<file path="src/hw/rtl/psw_pkg.sv">
`default_nettype none

package psw_pkg;

    // Field widths
    localparam int ID_W      = 8;
    localparam int BURST_W   = 16;
    localparam int PRIO_W    = 8;
    localparam int TIME_W    = 20;
    localparam int TOTAL_W   = 24;
    localparam int FRAC_W    = 8;
    localparam int AVG_W     = 28;

    // Divider: dividend is total << FRAC_W, one quotient bit per step
    localparam int DIV_STEPS = TOTAL_W + FRAC_W;
    localparam int DIV_CNT_W = $clog2(DIV_STEPS + 1);

    // Stream payload widths
    localparam int S_DATA_W  = ID_W + BURST_W + PRIO_W;
    localparam int M_DATA_W  = ID_W + BURST_W + PRIO_W + 2 * TIME_W + 2 * AVG_W;

    // One stored job, packed like the input tdata (id in the low bits)
    typedef struct packed {
        logic [PRIO_W-1:0]  prio;
        logic [BURST_W-1:0] burst;
        logic [ID_W-1:0]    id;
    } entry_t;

    typedef enum logic [2:0] {
        S_LOAD,
        S_SCAN,
        S_SWAP_A,
        S_SWAP_B,
        S_EMIT,
        S_DIV,
        S_EMIT_LAST
    } state_t;

    typedef struct packed {
        logic load_en;
        logic scan_init;
        logic scan_run;
        logic swap_first;
        logic swap_second;
        logic out_load;
        logic out_load_last;
        logic next_pos;
        logic div_start;
        logic div_run;
        logic clear_set;
    } cmd_t;

    typedef struct packed {
        logic scan_done;
        logic last_pos;
        logic div_done;
        logic out_free;
    } status_t;

endpackage

`default_nettype wire

</file>
<file path="src/hw/rtl/psw_ctrl.sv">
`default_nettype none

module psw_ctrl (
    input  wire logic              aclk,
    input  wire logic              aresetn,
    input  wire logic              s_tvalid,
    input  wire logic              s_tlast,
    output logic                   s_tready,
    input  wire psw_pkg::status_t  status,
    output psw_pkg::cmd_t          cmd
);

    psw_pkg::state_t state_reg;
    psw_pkg::state_t state_next;

    always_ff @(posedge aclk) begin
        if (!aresetn) begin
            state_reg <= psw_pkg::S_LOAD;
        end else begin
            state_reg <= state_next;
        end
    end

    always_comb begin
        state_next = state_reg;
        case (state_reg)
            psw_pkg::S_LOAD: begin
                if (s_tvalid && s_tlast) state_next = psw_pkg::S_SCAN;
            end
            psw_pkg::S_SCAN: begin
                if (status.scan_done) state_next = psw_pkg::S_SWAP_A;
            end
            psw_pkg::S_SWAP_A: begin
                state_next = psw_pkg::S_SWAP_B;
            end
            psw_pkg::S_SWAP_B: begin
                state_next = psw_pkg::S_EMIT;
            end
            psw_pkg::S_EMIT: begin
                if (status.last_pos) begin
                    state_next = psw_pkg::S_DIV;
                end else if (status.out_free) begin
                    state_next = psw_pkg::S_SCAN;
                end
            end
            psw_pkg::S_DIV: begin
                if (status.div_done) state_next = psw_pkg::S_EMIT_LAST;
            end
            psw_pkg::S_EMIT_LAST: begin
                if (status.out_free) state_next = psw_pkg::S_LOAD;
            end
            default: begin
                state_next = psw_pkg::S_LOAD;
            end
        endcase
    end

    always_comb begin
        cmd      = '0;
        s_tready = 1'b0;
        case (state_reg)
            psw_pkg::S_LOAD: begin
                s_tready      = 1'b1;
                cmd.load_en   = s_tvalid;
                cmd.scan_init = s_tvalid && s_tlast;
            end
            psw_pkg::S_SCAN: begin
                cmd.scan_run = 1'b1;
            end
            psw_pkg::S_SWAP_A: begin
                cmd.swap_first = 1'b1;
            end
            psw_pkg::S_SWAP_B: begin
                cmd.swap_second = 1'b1;
            end
            psw_pkg::S_EMIT: begin
                if (status.last_pos) begin
                    cmd.div_start = 1'b1;
                end else if (status.out_free) begin
                    cmd.out_load  = 1'b1;
                    cmd.next_pos  = 1'b1;
                    cmd.scan_init = 1'b1;
                end
            end
            psw_pkg::S_DIV: begin
                cmd.div_run = 1'b1;
            end
            psw_pkg::S_EMIT_LAST: begin
                if (status.out_free) begin
                    cmd.out_load_last = 1'b1;
                    cmd.clear_set     = 1'b1;
                end
            end
            default: begin
                cmd = '0;
            end
        endcase
    end

endmodule

`default_nettype wire

</file>
<file path="src/hw/rtl/psw_datapath.sv">
`default_nettype none

module psw_datapath #(
    parameter int MAX_JOBS = 16
) (
    input  wire logic                           aclk,
    input  wire logic                           aresetn,
    input  wire logic [psw_pkg::S_DATA_W-1:0]   s_tdata,
    input  wire psw_pkg::cmd_t                  cmd,
    output psw_pkg::status_t                    status,
    input  wire logic                           m_tready,
    output logic                                m_tvalid,
    output logic [psw_pkg::M_DATA_W-1:0]        m_tdata,
    output logic                                m_tuser,
    output logic                                m_tlast
);

    localparam int CNT_W = $clog2(MAX_JOBS + 1);
    localparam int IDX_W = (MAX_JOBS > 1) ? $clog2(MAX_JOBS) : 1;
    localparam logic [CNT_W-1:0] MAX_CNT = CNT_W'(MAX_JOBS);

    // Job memory: one write and one registered read per cycle
    psw_pkg::entry_t job_mem [MAX_JOBS];
    psw_pkg::entry_t rdata_reg;

    logic            mem_we;
    logic [IDX_W-1:0] mem_waddr;
    psw_pkg::entry_t mem_wdata;

    // Control state
    logic [CNT_W-1:0] count_reg, count_next;
    logic             ovf_reg, ovf_next;
    logic [IDX_W-1:0] pos_reg, pos_next;
    logic [CNT_W-1:0] j_reg, j_next;
    logic             v_reg, v_next;
    logic [psw_pkg::TIME_W-1:0]  run_reg, run_next;
    logic [psw_pkg::TOTAL_W-1:0] wsum_reg, wsum_next;
    logic [psw_pkg::TOTAL_W-1:0] tsum_reg, tsum_next;
    logic [psw_pkg::DIV_CNT_W-1:0] div_cnt_reg, div_cnt_next;
    logic             out_valid_reg, out_valid_next;

    // Payload
    logic [IDX_W-1:0] idx_reg;
    psw_pkg::entry_t  best_reg;
    logic [IDX_W-1:0] best_idx_reg;
    psw_pkg::entry_t  first_reg;
    logic [psw_pkg::TIME_W-1:0] cur_w_reg;
    logic [psw_pkg::TIME_W-1:0] cur_t_reg;
    logic [psw_pkg::DIV_STEPS-1:0] wq_reg;
    logic [psw_pkg::DIV_STEPS-1:0] tq_reg;
    logic [CNT_W-1:0] wr_reg;
    logic [CNT_W-1:0] tr_reg;
    logic [psw_pkg::M_DATA_W-1:0] out_data_reg;
    logic             out_user_reg;
    logic             out_last_reg;

    logic store_full;
    logic issue;
    logic div_step;
    logic [psw_pkg::TIME_W-1:0] turn_sum;
    logic [CNT_W:0] w_shift, t_shift;
    logic           w_ge, t_ge;
    logic [CNT_W-1:0] w_rem, t_rem;

    assign store_full = (count_reg == MAX_CNT);
    assign issue      = cmd.scan_run && (j_reg < count_reg);
    assign div_step   = cmd.div_run && (div_cnt_reg != '0);
    assign turn_sum   = run_reg + psw_pkg::TIME_W'(best_reg.burst);

    // Memory write select
    always_comb begin
        mem_we    = 1'b0;
        mem_waddr = count_reg[IDX_W-1:0];
        mem_wdata = psw_pkg::entry_t'(s_tdata);
        if (cmd.load_en && !store_full) begin
            mem_we = 1'b1;
        end else if (cmd.swap_first) begin
            mem_we    = 1'b1;
            mem_waddr = pos_reg;
            mem_wdata = best_reg;
        end else if (cmd.swap_second) begin
            mem_we    = 1'b1;
            mem_waddr = best_idx_reg;
            mem_wdata = first_reg;
        end
    end

    always_ff @(posedge aclk) begin
        if (mem_we) job_mem[mem_waddr] <= mem_wdata;
        if (issue)  rdata_reg <= job_mem[j_reg[IDX_W-1:0]];
    end

    // Restoring divide steps, both averages side by side
    always_comb begin
        w_shift = {wr_reg, wq_reg[psw_pkg::DIV_STEPS-1]};
        t_shift = {tr_reg, tq_reg[psw_pkg::DIV_STEPS-1]};
        w_ge    = (w_shift >= {1'b0, count_reg});
        t_ge    = (t_shift >= {1'b0, count_reg});
        w_rem   = w_ge ? CNT_W'(w_shift - {1'b0, count_reg}) : w_shift[CNT_W-1:0];
        t_rem   = t_ge ? CNT_W'(t_shift - {1'b0, count_reg}) : t_shift[CNT_W-1:0];
    end

    always_comb begin
        count_next     = count_reg;
        ovf_next       = ovf_reg;
        pos_next       = pos_reg;
        j_next         = j_reg;
        v_next         = issue;
        run_next       = run_reg;
        wsum_next      = wsum_reg;
        tsum_next      = tsum_reg;
        div_cnt_next   = div_cnt_reg;
        out_valid_next = out_valid_reg;

        if (cmd.load_en) begin
            if (store_full) ovf_next = 1'b1;
            else            count_next = count_reg + CNT_W'(1);
        end
        if (cmd.next_pos) pos_next = pos_reg + IDX_W'(1);
        if (issue)        j_next = j_reg + CNT_W'(1);
        if (cmd.scan_init) begin
            j_next = CNT_W'(pos_next);
            v_next = 1'b0;
        end
        if (cmd.swap_second) begin
            run_next  = turn_sum;
            wsum_next = wsum_reg + psw_pkg::TOTAL_W'(run_reg);
            tsum_next = tsum_reg + psw_pkg::TOTAL_W'(turn_sum);
        end
        if (cmd.div_start)     div_cnt_next = psw_pkg::DIV_CNT_W'(psw_pkg::DIV_STEPS);
        else if (div_step)     div_cnt_next = div_cnt_reg - psw_pkg::DIV_CNT_W'(1);
        if (cmd.out_load || cmd.out_load_last) out_valid_next = 1'b1;
        else if (m_tready)                     out_valid_next = 1'b0;
        if (cmd.clear_set) begin
            count_next = '0;
            ovf_next   = 1'b0;
            pos_next   = '0;
            run_next   = '0;
            wsum_next  = '0;
            tsum_next  = '0;
        end
    end

    always_ff @(posedge aclk) begin
        if (!aresetn) begin
            count_reg     <= '0;
            ovf_reg       <= 1'b0;
            pos_reg       <= '0;
            j_reg         <= '0;
            v_reg         <= 1'b0;
            run_reg       <= '0;
            wsum_reg      <= '0;
            tsum_reg      <= '0;
            div_cnt_reg   <= '0;
            out_valid_reg <= 1'b0;
        end else begin
            count_reg     <= count_next;
            ovf_reg       <= ovf_next;
            pos_reg       <= pos_next;
            j_reg         <= j_next;
            v_reg         <= v_next;
            run_reg       <= run_next;
            wsum_reg      <= wsum_next;
            tsum_reg      <= tsum_next;
            div_cnt_reg   <= div_cnt_next;
            out_valid_reg <= out_valid_next;
        end
    end

    always_ff @(posedge aclk) begin
        if (issue) idx_reg <= j_reg[IDX_W-1:0];

        // First entry of the pass seeds the minimum; strict less keeps first index
        if (cmd.scan_run && v_reg) begin
            if (idx_reg == pos_reg) begin
                best_reg     <= rdata_reg;
                best_idx_reg <= idx_reg;
                first_reg    <= rdata_reg;
            end else if (rdata_reg.prio < best_reg.prio) begin
                best_reg     <= rdata_reg;
                best_idx_reg <= idx_reg;
            end
        end

        if (cmd.swap_second) begin
            cur_w_reg <= run_reg;
            cur_t_reg <= turn_sum;
        end

        if (cmd.div_start) begin
            wq_reg <= {wsum_next, psw_pkg::FRAC_W'(0)};
            tq_reg <= {tsum_next, psw_pkg::FRAC_W'(0)};
            wr_reg <= '0;
            tr_reg <= '0;
        end else if (div_step) begin
            wq_reg <= {wq_reg[psw_pkg::DIV_STEPS-2:0], w_ge};
            tq_reg <= {tq_reg[psw_pkg::DIV_STEPS-2:0], t_ge};
            wr_reg <= w_rem;
            tr_reg <= t_rem;
        end

        if (cmd.out_load) begin
            out_data_reg <= {psw_pkg::AVG_W'(0), psw_pkg::AVG_W'(0),
                             cur_t_reg, cur_w_reg, best_reg};
            out_user_reg <= ovf_reg;
            out_last_reg <= 1'b0;
        end else if (cmd.out_load_last) begin
            out_data_reg <= {tq_reg[psw_pkg::AVG_W-1:0], wq_reg[psw_pkg::AVG_W-1:0],
                             cur_t_reg, cur_w_reg, best_reg};
            out_user_reg <= ovf_reg;
            out_last_reg <= 1'b1;
        end
    end

    assign status.scan_done = (j_reg == count_reg) && !v_reg;
    assign status.last_pos  = ((CNT_W'(pos_reg) + CNT_W'(1)) == count_reg);
    assign status.div_done  = (div_cnt_reg == '0);
    assign status.out_free  = !out_valid_reg || m_tready;

    assign m_tvalid = out_valid_reg;
    assign m_tdata  = out_data_reg;
    assign m_tuser  = out_user_reg;
    assign m_tlast  = out_last_reg;

endmodule

`default_nettype wire

</file>
<file path="src/hw/rtl/priority_schedule_wait_times_top.sv">
`default_nettype none

// Nonpreemptive priority scheduler. Jobs stream in one transaction per cycle
// on the s_ side (id, burst, priority; tlast marks the final job of a set)
// and are kept in a MAX_JOBS-deep job memory; jobs past that depth are
// dropped and every result of the set then carries tuser = 1. After the
// tlast transaction the block orders the set by selection sort on priority
// (smallest first, the first index wins a tie, swaps make it unstable) and
// sends one m_ transaction per job with its wait and turnaround times. The
// final result carries tlast and both averages as unsigned fixed point with
// 8 fraction bits, truncated; on all other results the averages are zero.
// Flow: for each position the job memory, with its single read port, is
// scanned once, and two swap writes follow; after the last position a
// 32-step restoring divider forms both averages. No new job is taken until
// the final result sits in the output register; m_tready back pressure
// stalls the sort at each emitted result.

module priority_schedule_wait_times_top #(
    parameter int MAX_JOBS = 16
) (
    input  wire logic                           aclk,
    input  wire logic                           aresetn,

    // tdata: process_id[7:0], burst_time[23:8], priority_level[31:24]
    input  wire logic [psw_pkg::S_DATA_W-1:0]   s_tdata,
    input  wire logic                           s_tlast,   // is_last
    input  wire logic                           s_tvalid,
    output logic                                s_tready,

    // tdata: job_id[7:0], job_burst[23:8], job_priority[31:24],
    //        wait_time[51:32], turnaround_time[71:52],
    //        avg_wait_fixed[99:72], avg_turnaround_fixed[127:100]
    output logic [psw_pkg::M_DATA_W-1:0]        m_tdata,
    output logic                                m_tuser,   // overflow_seen
    output logic                                m_tlast,   // last_result
    output logic                                m_tvalid,
    input  wire logic                           m_tready
);

    psw_pkg::cmd_t    cmd;
    psw_pkg::status_t status;

    // Sequencer: load, per-position scan/swap/emit, divide, final emit
    psw_ctrl u_ctrl (
        .aclk     (aclk),
        .aresetn  (aresetn),
        .s_tvalid (s_tvalid),
        .s_tlast  (s_tlast),
        .s_tready (s_tready),
        .status   (status),
        .cmd      (cmd)
    );

    // Job memory, running sums, divider and output register
    psw_datapath #(
        .MAX_JOBS (MAX_JOBS)
    ) u_datapath (
        .aclk     (aclk),
        .aresetn  (aresetn),
        .s_tdata  (s_tdata),
        .cmd      (cmd),
        .status   (status),
        .m_tready (m_tready),
        .m_tvalid (m_tvalid),
        .m_tdata  (m_tdata),
        .m_tuser  (m_tuser),
        .m_tlast  (m_tlast)
    );

endmodule

`default_nettype wire

</file>
<file path="config.mk">
export PLATFORM = sky130hd
export DESIGN_NAME = priority_schedule_wait_times_top
export DESIGN_NICKNAME = d
export VERILOG_FILES = /design/src/hw/rtl/psw_pkg.sv /design/src/hw/rtl/psw_ctrl.sv /design/src/hw/rtl/psw_datapath.sv /design/src/hw/rtl/priority_schedule_wait_times_top.sv
export SDC_FILE = /design/constraint.sdc
export NUM_CORES = 1
export LEC_CHECK = 0
export BUFFER_PORTS_ARGS = -buffer_cell sky130_fd_sc_hd__buf_4
export CAP_MARGIN = 20
export CORE_UTILIZATION = 36
export CTS_BUF_LIST = sky130_fd_sc_hd__clkbuf_16
export CTS_CLUSTER_SIZE = 10
export DETAILED_ROUTE_END_ITERATION = 8
export GPL_TIMING_DRIVEN = 0
export PLACE_DENSITY_LB_ADDON = 0.1
export SLEW_MARGIN = 25
export SYNTH_ARGS = -nofsm -noshare
export SYNTH_HDL_FRONTEND = slang
export SYNTH_SLANG_ARGS = --single-unit
</file>
<file path="constraint.sdc">
create_clock -name aclk -period 6.5 [get_ports aclk]
set_clock_uncertainty 0.2 [all_clocks]
set_input_delay 0.65 -clock aclk [delete_from_list [all_inputs] [get_ports aclk]]
set_output_delay 0.65 -clock aclk [all_outputs]
set_load 0.02 [all_outputs]
</file>
* Word level (Yosys, flattened, before mapping) *
Memories as Yosys holds them, arrays and structs flattened. A register that Yosys moved wholly into a read port is not among the register bits.
Cells that the tools add are included.

cells by class
  add/subtract/negate cells = 10
  magnitude comparators = 4
  eq/ne operators = 15
  mux-type cells = 56
  bitwise gates (word level) = 2
  reduce and logical (&&, ||, !) cells = 27

operators by type and width
  kind                   count
  $mux W32               9
  $mux W72               2
  $mux W24               4
  $add A24 B20 Y24       2
  $mux W4                8
  $pmux W3 S7            1
  $add A20 B16 Y20       1
  $mux W1                20
  $mux W3                6
  $ge A6 B5 Y1           2
  $mux W6                2
  $add A5 B1 Y5 const B  2
  $eq A5 B5 Y1           2
  $mux W5                2
  $reduce_bool A2 Y1     5
  $sub A5 B5 Y5          2
  $eq A3 B3 Y1 const B   3
  $lt A8 B8 Y1           1
  $reduce_and A2 Y1      4
  $eq A3 B2 Y1 const B   2
  $logic_and A1 B1 Y1    6
  $logic_not A6 Y1       1
  $ne A2 B2 Y1 const B   3
  $reduce_bool A6 Y1     1
  other kinds (17)       23

storage, ports and cells
  register bits after elaboration = 410
  bits in writable memories = 512
  input bits = 37
  output and inout port bits = 132
  logic and storage cells = 148
  memories kept = 1

memory list
  name                depth  bits a word  rd ports  clocked after Yosys merged registers in  write ports  RTL line            source
  u_datapath.job_mem  16     32           1         1                                        1            psw_datapath.sv:23  psw_pkg::entry_t job_mem [MAX_JOBS];

* Longest topological paths before layout *
Gate-level depths: netlist of the first run.

  depth in word-level cells = 7
  mapped depth = 19
  gate-level depth less buffers = 18

* Hierarchy *
Synthesis of the first run repeated with hierarchy kept, for this count alone.

unflattened totals
  cell total of the unflattened synthesis = 2555
  area, all modules = 39454.1 sq um

by module, submodules not included
  module        times used  cells an instance  area each (sq um)  sequential area each (sq um)
  psw_datapath  1           2517               39140.0            26815.7
  psw_ctrl      1           38                 314.1              60.1

* Least setup slack after synthesis of the first run *
OpenSTA, ideal clock, no wires.

  path type = flip-flop to flip-flop
  from = register u_datapath.pos_reg[1]
  to = register u_datapath.out_data_reg, in the netlist u_datapath.m_tdata[0] (enable)
  library setup time = 594 ps
  arrival = 6249 ps
  data required time = 5706 ps
  slack = -543 ps
  cell stages (with the launch flop) = 7
  period minus slack after synthesis = 7043 ps
  cells stage by stage = dfxtp_1 -> ha_1 -> nor2b_1 -> o21ai_0 -> a211o_1 -> nor2_2 -> nor3_1

between the ends
  cells in the longest elaborated chain, start to end = 5

ends and longest elaborated chain
  item                                 RTL line             source
  start, declared                      psw_datapath.sv:33   logic [IDX_W-1:0] pos_reg, pos_next;
  start signal, assigned               psw_datapath.sv:159  pos_reg <= pos_next;
  $add A4 B1 Y5                        psw_datapath.sv:216  assign status.last_pos = ((CNT_W'(pos_reg) + CNT_W'(1)) == count_reg);
  $eq A5 B5 Y1                         psw_datapath.sv:216
  $mux W1                              psw_ctrl.sv:77       if (status.last_pos) begin
  $mux W1                              psw_ctrl.sv:61       case (state_reg)
  $reduce_bool A2 Y1 (no source line)  -
  end signal, assigned                 psw_datapath.sv:203  out_data_reg <= {psw_pkg::AVG_W'(0), psw_pkg::AVG_W'(0),
  end signal, assigned                 psw_datapath.sv:208  out_data_reg <= {tq_reg[psw_pkg::AVG_W-1:0], wq_reg[psw_pkg::AVG_W-1:0],
  end, declared                        psw_datapath.sv:53   logic [psw_pkg::M_DATA_W-1:0] out_data_reg;

Every way passes these cells.
A chain may end at the register's enable or synchronous reset.

* Final worst setup path of the first run *
  from = register u_datapath.best_reg[8] in the netlist's numbering
  to = register u_datapath.tq_reg[31] in the netlist's numbering (data pin)

between the ends
  cells in the longest elaborated chain, start to end = 5

ends and longest elaborated chain
  item                                    RTL line             source
  start, declared                         psw_datapath.sv:44   psw_pkg::entry_t best_reg;
  start signal, assigned                  psw_datapath.sv:176  best_reg <= rdata_reg;
  start signal, assigned                  psw_datapath.sv:180  best_reg <= rdata_reg;
  $add A20 B16 Y20                        psw_datapath.sv:68   assign turn_sum = run_reg + psw_pkg::TIME_W'(best_reg.burst);
  named net u_datapath.turn_sum, one bit  psw_datapath.sv:60   logic [psw_pkg::TIME_W-1:0] turn_sum;
  $add A24 B20 Y24                        psw_datapath.sv:128  tsum_next = tsum_reg + psw_pkg::TOTAL_W'(turn_sum);
  $mux W24                                psw_datapath.sv:125  if (cmd.swap_second) begin
  $mux W24                                psw_datapath.sv:134  if (cmd.clear_set) begin
  $mux W32                                psw_datapath.sv:190  if (cmd.div_start) begin
  end signal, assigned                    psw_datapath.sv:192  tq_reg <= {tsum_next, psw_pkg::FRAC_W'(0)};
  end signal, assigned                    psw_datapath.sv:197  tq_reg <= {tq_reg[psw_pkg::DIV_STEPS-2:0], t_ge};
  end, declared                           psw_datapath.sv:50   logic [psw_pkg::DIV_STEPS-1:0] tq_reg;

The timed path passes the listed nets, and every way through them passes these cells.

==> results of run 1 <==
## synth_stat cells (8+ instances only)
library cell	number	area share, %
o211ai_1	9	0.17
o21ai_0	61	0.78
and3_1	15	0.24
dfxtp_1	177	9.1
o21a_1	18	0.35
o21ai_1	74	0.95
a31oi_1	8	0.13
mux2i_1	43	1.1
nor2b_1	9	0.14
buf_1	22	0.21
xnor2_1	45	1.0
nand2_1	325	3.1
a211oi_1	12	0.23
xor2_1	35	0.79
a32o_1	8	0.21
a21oi_1	156	2.0
nand3_1	54	0.69
nor2_1	101	0.97
nand2b_1	9	0.14
edfxtp_1	777	60
mux4_2	160	9.3
a21o_1	30	0.58
inv_1	44	0.42
ha_1	86	2.8
and2_1	12	0.19
nor3_1	18	0.23
clkbuf_1	81	0.78
nand4_1	15	0.24
a22o_1	24	0.54
buf_2	26	0.33
o22ai_1	8	0.13
## final timing paths
path / start / end / slack, ns / cells after the start
worst max-delay path: u_datapath.best_reg[8]$_DFFE_PP_ / u_datapath.tq_reg[31]$_DFFE_PP_ / 0.84 / 19
worst min-delay path: m_tready / u_datapath.m_tvalid$_SDFFE_PN0P_ / 0.16 / 4
worst max register to register: u_datapath.best_reg[8]$_DFFE_PP_ / u_datapath.tq_reg[31]$_DFFE_PP_ / 0.84 / 19
worst min register to register: u_datapath.cur_t_reg[8]$_DFFE_PP_ / u_datapath.m_tdata[60]$_DFFE_PP_ / 0.22 / 0
## metrics by stage
| step | area [µm²] | worst slack (ns) | setup TNS, ns | util, % | hold slack (ns) |
|---|---|---|---|---|---|
| final | 46500 | 0.842 | 0 | 43.4 | 0.163 |
| after global routing | 46500 | 0.639 | 0 | 43.4 | 0.148 |
| after CTS | 46500 | 0.903 | 0 | 43.4 | 0.109 |
| after detailed placement | 43300 | 0.965 | 0 | 40.4 | 0.205 |
| after global placement | 42000 | -4.47 | -235.76 | 39.1 | 0.206 |
| after floorplan | 38900 | 0.880 | 0 | - | 0.200 |
## metal layers
layer	part of all wire [%]	routed length (µm)
met1	42	47000
met2	51	56700
met3	4.3	4810
met4	3.0	3350
met5	0	0
## cells by family (layout without fill, tap and decap cells)
family                     Yosys count  in the layout
muxes                              203            203
and+or+nand+nor                    591            591
AOI/OAI and AO/OA                  465            465
DFF                                954            954
adders and majority gates           91             91
xor gates and xnor gates            80             80
buffers and inverters              175            566
## power groups by stage
stage	clock network [mW]	registers [mW]	logic [mW]
final	5.66	7.24	2.25
after global routing	6.01	7.26	2.44
after CTS	5.81	7.24	2.30
after detailed placement	0	7.37	2.29
after global placement	0	7.40	2.10
after floorplan	0	7.35	1.37
## worst min-delay path, cell delays in order
cell	delay [ns]
buf_4	0.10
nor2b_1	0.10
nor2_1	0.11
nor2_1	0.05
## final cells by class
class | instances | area share, %
Sequential cell | 954 | 57.7
Multi-Input combinational cell | 1430 | 24.8
Clock buffer | 114 | 6.13
Timing Repair Buffer | 224 | 5.16
Tap cell | 1403 | 3.77
Buffer | 129 | 1.15
Clock inverter | 53 | 0.844
Inverter | 46 | 0.371
==> flow_summary.ini, run 1 <==
[yosys]
synth_cell_type_count = 73
synth_fa_ha_area_share_pct = 3.02
synth-compound-area-share_pct = 7.39
syn_inst = 2559
synth_area_per_cell_um2 = 15.2
synthMuxAreaShare_pct = 10.4
synth_xor_area_share_pct = 1.80
synth-main-ff-cell = edfxtp_1
netlist_area_um2 = 38900
ys_async_sr_fraction_pct = 0
synth_top_family_by_area = multiplexers
synthSimpleGateAreaFrac_pct = 6.65
synth-edff-count = 777
yosysSeqAreaShare_pct = 69.0
synth.net_count = 2687
ys_seq_elements = 954
yosysWarnings = 0

[route]
route.detailed.drc = 0
drtIter0Drc = 1895
routed_wl_um = 112000
ant_nets = 0
vias = 23241
via_per_inst = 5.34
firstDrtPassIters = 5
wl_per_cell_um = 25.7

[grt]
grt.met3_usage_pct = 2.71
grt_max_degree = 50
grt_usage_pct = 20.5
antenna_found_initial = 1
grtUsageMet1_pct = 26.4
grt.busiest_layer = met2
overflow = 0
grt.met2_usage_pct = 35.7
grt_pass1_wl_um = 161000
first_global_vias = 23900

[layout]
final_nets = 3024
syn_to_final_growth_pct = 19.5
largest-register = u_datapath.job_mem
drive_gt1_share_pct = 20.1
final_cells = 4353
layout.cells.most_common = edfxtp_1
regArea_um2 = 26900
most-common-layout-cells = edfxtp_1 (777), nand2_1 (325), dfxtp_1 (177), buf_4 (175), mux4_2 (160)
largest_reg_flops = 512
num-fill-cells = 9690
diodes = 0
multiInputGateArea_um2 = 11600

[worst_setup_path]
critPathMaxFanout = 10
crit_family = compound AO/OA/AOI/OAI gates
startpoint_type = flop
cp_cell_sequence = ha_1, inv_1, fa_1, nor2b_1, o21a_1, o21ai_1, a211oi_2, a21oi_1, o21ai_0, xor2_1, ha_1, clkbuf_1, and3_1, o2111ai_1, a31oi_1, and4b_1, nor3_1, xnor2_1, o21ai_1
cp-end-kind = flop
crit_type = reg2reg
worst_path_max_delay_cell = edfxtp_1
arrival_ns = 5.85
cp.required_ns = 6.69
cp_slowest_stage_delay_ns = 0.56
crit_buf_inv = 2

[floorplan]
core_um2 = 107000
fp.dieW_um = 331
die-area_um2 = 109000
pin_count = 169
start_util_pct = 36.3
rows = 120
die_h_um = 331

[clocking]
cts_sinks = 954
postCtsHoldBufs = 0
post_cts_resize_count = 0
cts_root_buffer = clkbuf_16
cts_tree = yes
htreeDepth = 3
ctsLongestPathBuffers = 3
cts_setup_buffers = 0
clk_pin_slew_ns = 0.06
clock_latency_ns = 0.69
cts_buffers = 111

[timing]
period_share_pct = 87.0
slew_headroom_pct = 29.9
finalSetupViolations = 0
fmax_mhz = 177
drv_slew = 0
finalHoldViolCount = 0
max_slew.worst_pin.slew_ns = 1.05
min_period_ns = 5.66
rsz0062_at_grt = no

[place]
place_congestion = 0.858
dpl.cell_count = 4186
port_buffers = 167
dp_hpwl_um = 79300

[power]
p_comb_share_pct = 14.8
total_power_mw = 15.2
p_int_mw = 11.3
clockPowerShare_pct = 37.4
p_leak_nw = 15.8
p_per_area_nw_per_um2 = 326
sw_frac_of_total_pct = 25.5
switchingPower_mw = 3.86
ir_drop_mv = 0.209
pwr-share-seq_pct = 47.8

[min_path]
hp-class = in2reg

[status]
status = completed

[flow_run]
maxCapViolations = 0
Note: power is estimated with default switching activity, not from simulation.
==> run 2: changes to the inputs <==
Settings changed: CORE_MARGIN set to 5, CTS_CLUSTER_DIAMETER set to 200.
Clock period 6.5 ns to 7.3 ns, I/O delays scaled along.
==> run 2 against run 1 <==
Effect of this change: clock power is 18% lower; largest cell class unchanged; cell area down 0.84%; global-route usage is 1.4 points lower; total power fell by 14%; first-iteration DRC count decreased by 12%; highest routed layer unchanged; die area up 4.9%; non-clock buffer count up 4; flip-flop and latch count is the same; hold slack improved by 0.051 ns; routed wire length shrank 0.23%; critical path type unchanged.
==> flow_summary.ini, run 2 (synthesis results as in run 1) <==
[route]
wl_per_cell_um = 25.7
via_per_inst = 5.35
route.detailed.drc = 0
firstDrtPassIters = 5
routed_wl_um = 112000
drtIter0Drc = 1664
ant_nets = 0
vias = 23188

[timing]
finalHoldViolCount = 0
drv_slew = 0
tns_ns = 0
max_slew.worst_pin.slew_ns = 1.06
slew_headroom_pct = 29.5
hold_slack_ns = 0.214
period_share_pct = 75.9
min_period_ns = 5.54
fmax_mhz = 180
finalSetupViolations = 0
setup_slack_ns = 1.76
rsz0062_at_grt = no

[grt]
grt_max_degree = 50
overflow = 0
grt_pass1_wl_um = 163000
grt_usage_pct = 19.1
first_global_vias = 24229
antenna_found_initial = 4

[clocking]
postCtsHoldBufs = 0
cts_root_buffer = clkbuf_16
cts_sinks = 954
clock_latency_ns = 0.68
cts_buffers = 105
ctsLongestPathBuffers = 3
cts_setup_buffers = 0
cts_tree = yes
post_cts_resize_count = 0
htreeDepth = 3
clk_pin_slew_ns = 0.06

[layout]
most-common-layout-cells = edfxtp_1 (777), nand2_1 (325), buf_4 (183), dfxtp_1 (177), mux4_2 (160)
largest_reg_flops = 512
largest-register = u_datapath.job_mem
drive_gt1_share_pct = 19.6
final_cells = 4335
final_nets = 3022
syn_to_final_growth_pct = 18.5
layout.cells.most_common = edfxtp_1

[worst_setup_path]
cp_slowest_stage_delay_ns = 0.61
arrival_ns = 5.73
crit_type = reg2reg
critPathMaxFanout = 10
worst_path_max_delay_cell = a2111oi_2
startpoint_type = flop
cp.required_ns = 7.49
cp_cell_sequence = ha_1, a211oi_1, o21ai_1, a2111oi_2, o211ai_1, xor2_1, ha_1, clkbuf_1, and4_1, o2111ai_1, a31oi_1, and4b_1, nor3_1, xnor2_1, o21ai_1
cp-end-kind = flop

[flow_run]
maxCapViolations = 0

[place]
port_buffers = 167
place_congestion = 0.869
dp_hpwl_um = 79100
dpl.cell_count = 4190
place_ws_ns = 1.85

[floorplan]
core_um2 = 107000
die_h_um = 339
rows = 120
pin_count = 169
fp.dieW_um = 339
start_util_pct = 36.3
die-area_um2 = 115000

[status]
status = completed

[power]
p_per_area_nw_per_um2 = 284
clockPowerShare_pct = 35.5
switchingPower_mw = 3.38
ir_drop_mv = 0.213
sw_frac_of_total_pct = 25.8
total_power_mw = 13.1
p_leak_nw = 15.6
p_int_mw = 9.73
pwr-share-seq_pct = 49.2
p_comb_share_pct = 15.3

[min_path]
hp-class = reg2reg
run 2: cell count changes in the layout (fill, tap and decap cells not counted), moves of 2 or more:
cell,previous run,this run
clkbuf_2,4,2
buf_6,5,2
buf_12,1,5
clkbuf_16,114,106
bufinv_16,4,0
buf_16,35,31
buf_4,175,183
clkinv_2,5,0
o21ai_2,9,5
clkinv_1,6,0
o21ai_1,97,101
run 2: power by group through the flow:
stage	sequential [mW]	combinational, mW	clock [mW]
4_1_cts	6.45	2.05	4.79
3_3_place_gp	6.59	1.87	0
5_1_grt	6.46	2.17	5.00
3_5_place_dp	6.56	2.04	0
6_report	6.45	2.01	4.65
2_1_floorplan	6.55	1.22	0
run 2: worst max-delay path, delay by kind of cell, from the launching register on:
family / cells / cell delay, ns
XOR/XNOR: 2 / 0.81
adder cells (fa/ha/maj): 2 / 0.61
AND/OR/NAND/NOR: 3 / 0.86
buffers and inverters: 1 / 0.37
AO/OA/AOI/OAI: 7 / 1.82
flip-flops: 1 / 0.57
run 2: layout make-up:
class | instances | area (µm²)
fill | 9644 | 61000
sequential | 954 | 26900
multi-input combinational | 1430 | 11500
clock buffer | 106 | 2650
timing repair buffer | 228 | 2380
tap | 1403 | 1760
buffer | 129 | 532
clock inverter | 38 | 244
inverter | 46 | 173
antenna | 1 | 2.50
run 2: worst paths after layout:
path                                                          from                               end  slack, ns  cells after the start
worst max-delay path              u_datapath.best_reg[9]$_DFFE_PP_   u_datapath.tq_reg[31]$_DFFE_PP_       1.76                     15
worst min-delay path            u_datapath.cur_t_reg[11]$_DFFE_PP_  u_datapath.m_tdata[63]$_DFFE_PP_       0.21                      0
worst max register to register    u_datapath.best_reg[9]$_DFFE_PP_   u_datapath.tq_reg[31]$_DFFE_PP_       1.76                     15
worst min register to register  u_datapath.cur_t_reg[11]$_DFFE_PP_  u_datapath.m_tdata[63]$_DFFE_PP_       0.21                      0
run 2: per-layer routing:
layer  up-vias  GRT usage (%)  part of all wire (%)
li1      10495              -                     -
met1     11965           24.5                    42
met2       565           33.8                    51
met3       163           2.58                   4.0
met4         0           5.69                   2.8
met5         -              0                     0
run 2: metrics by stage:
stage          util [%]  instance area (µm²)
3_5_place_dp       40.3                43200
4_1_cts            43.0                46100
3_3_place_gp       39.1                42000
2_1_floorplan         -                38900
5_1_grt            43.1                46200
6_report           43.1                46200
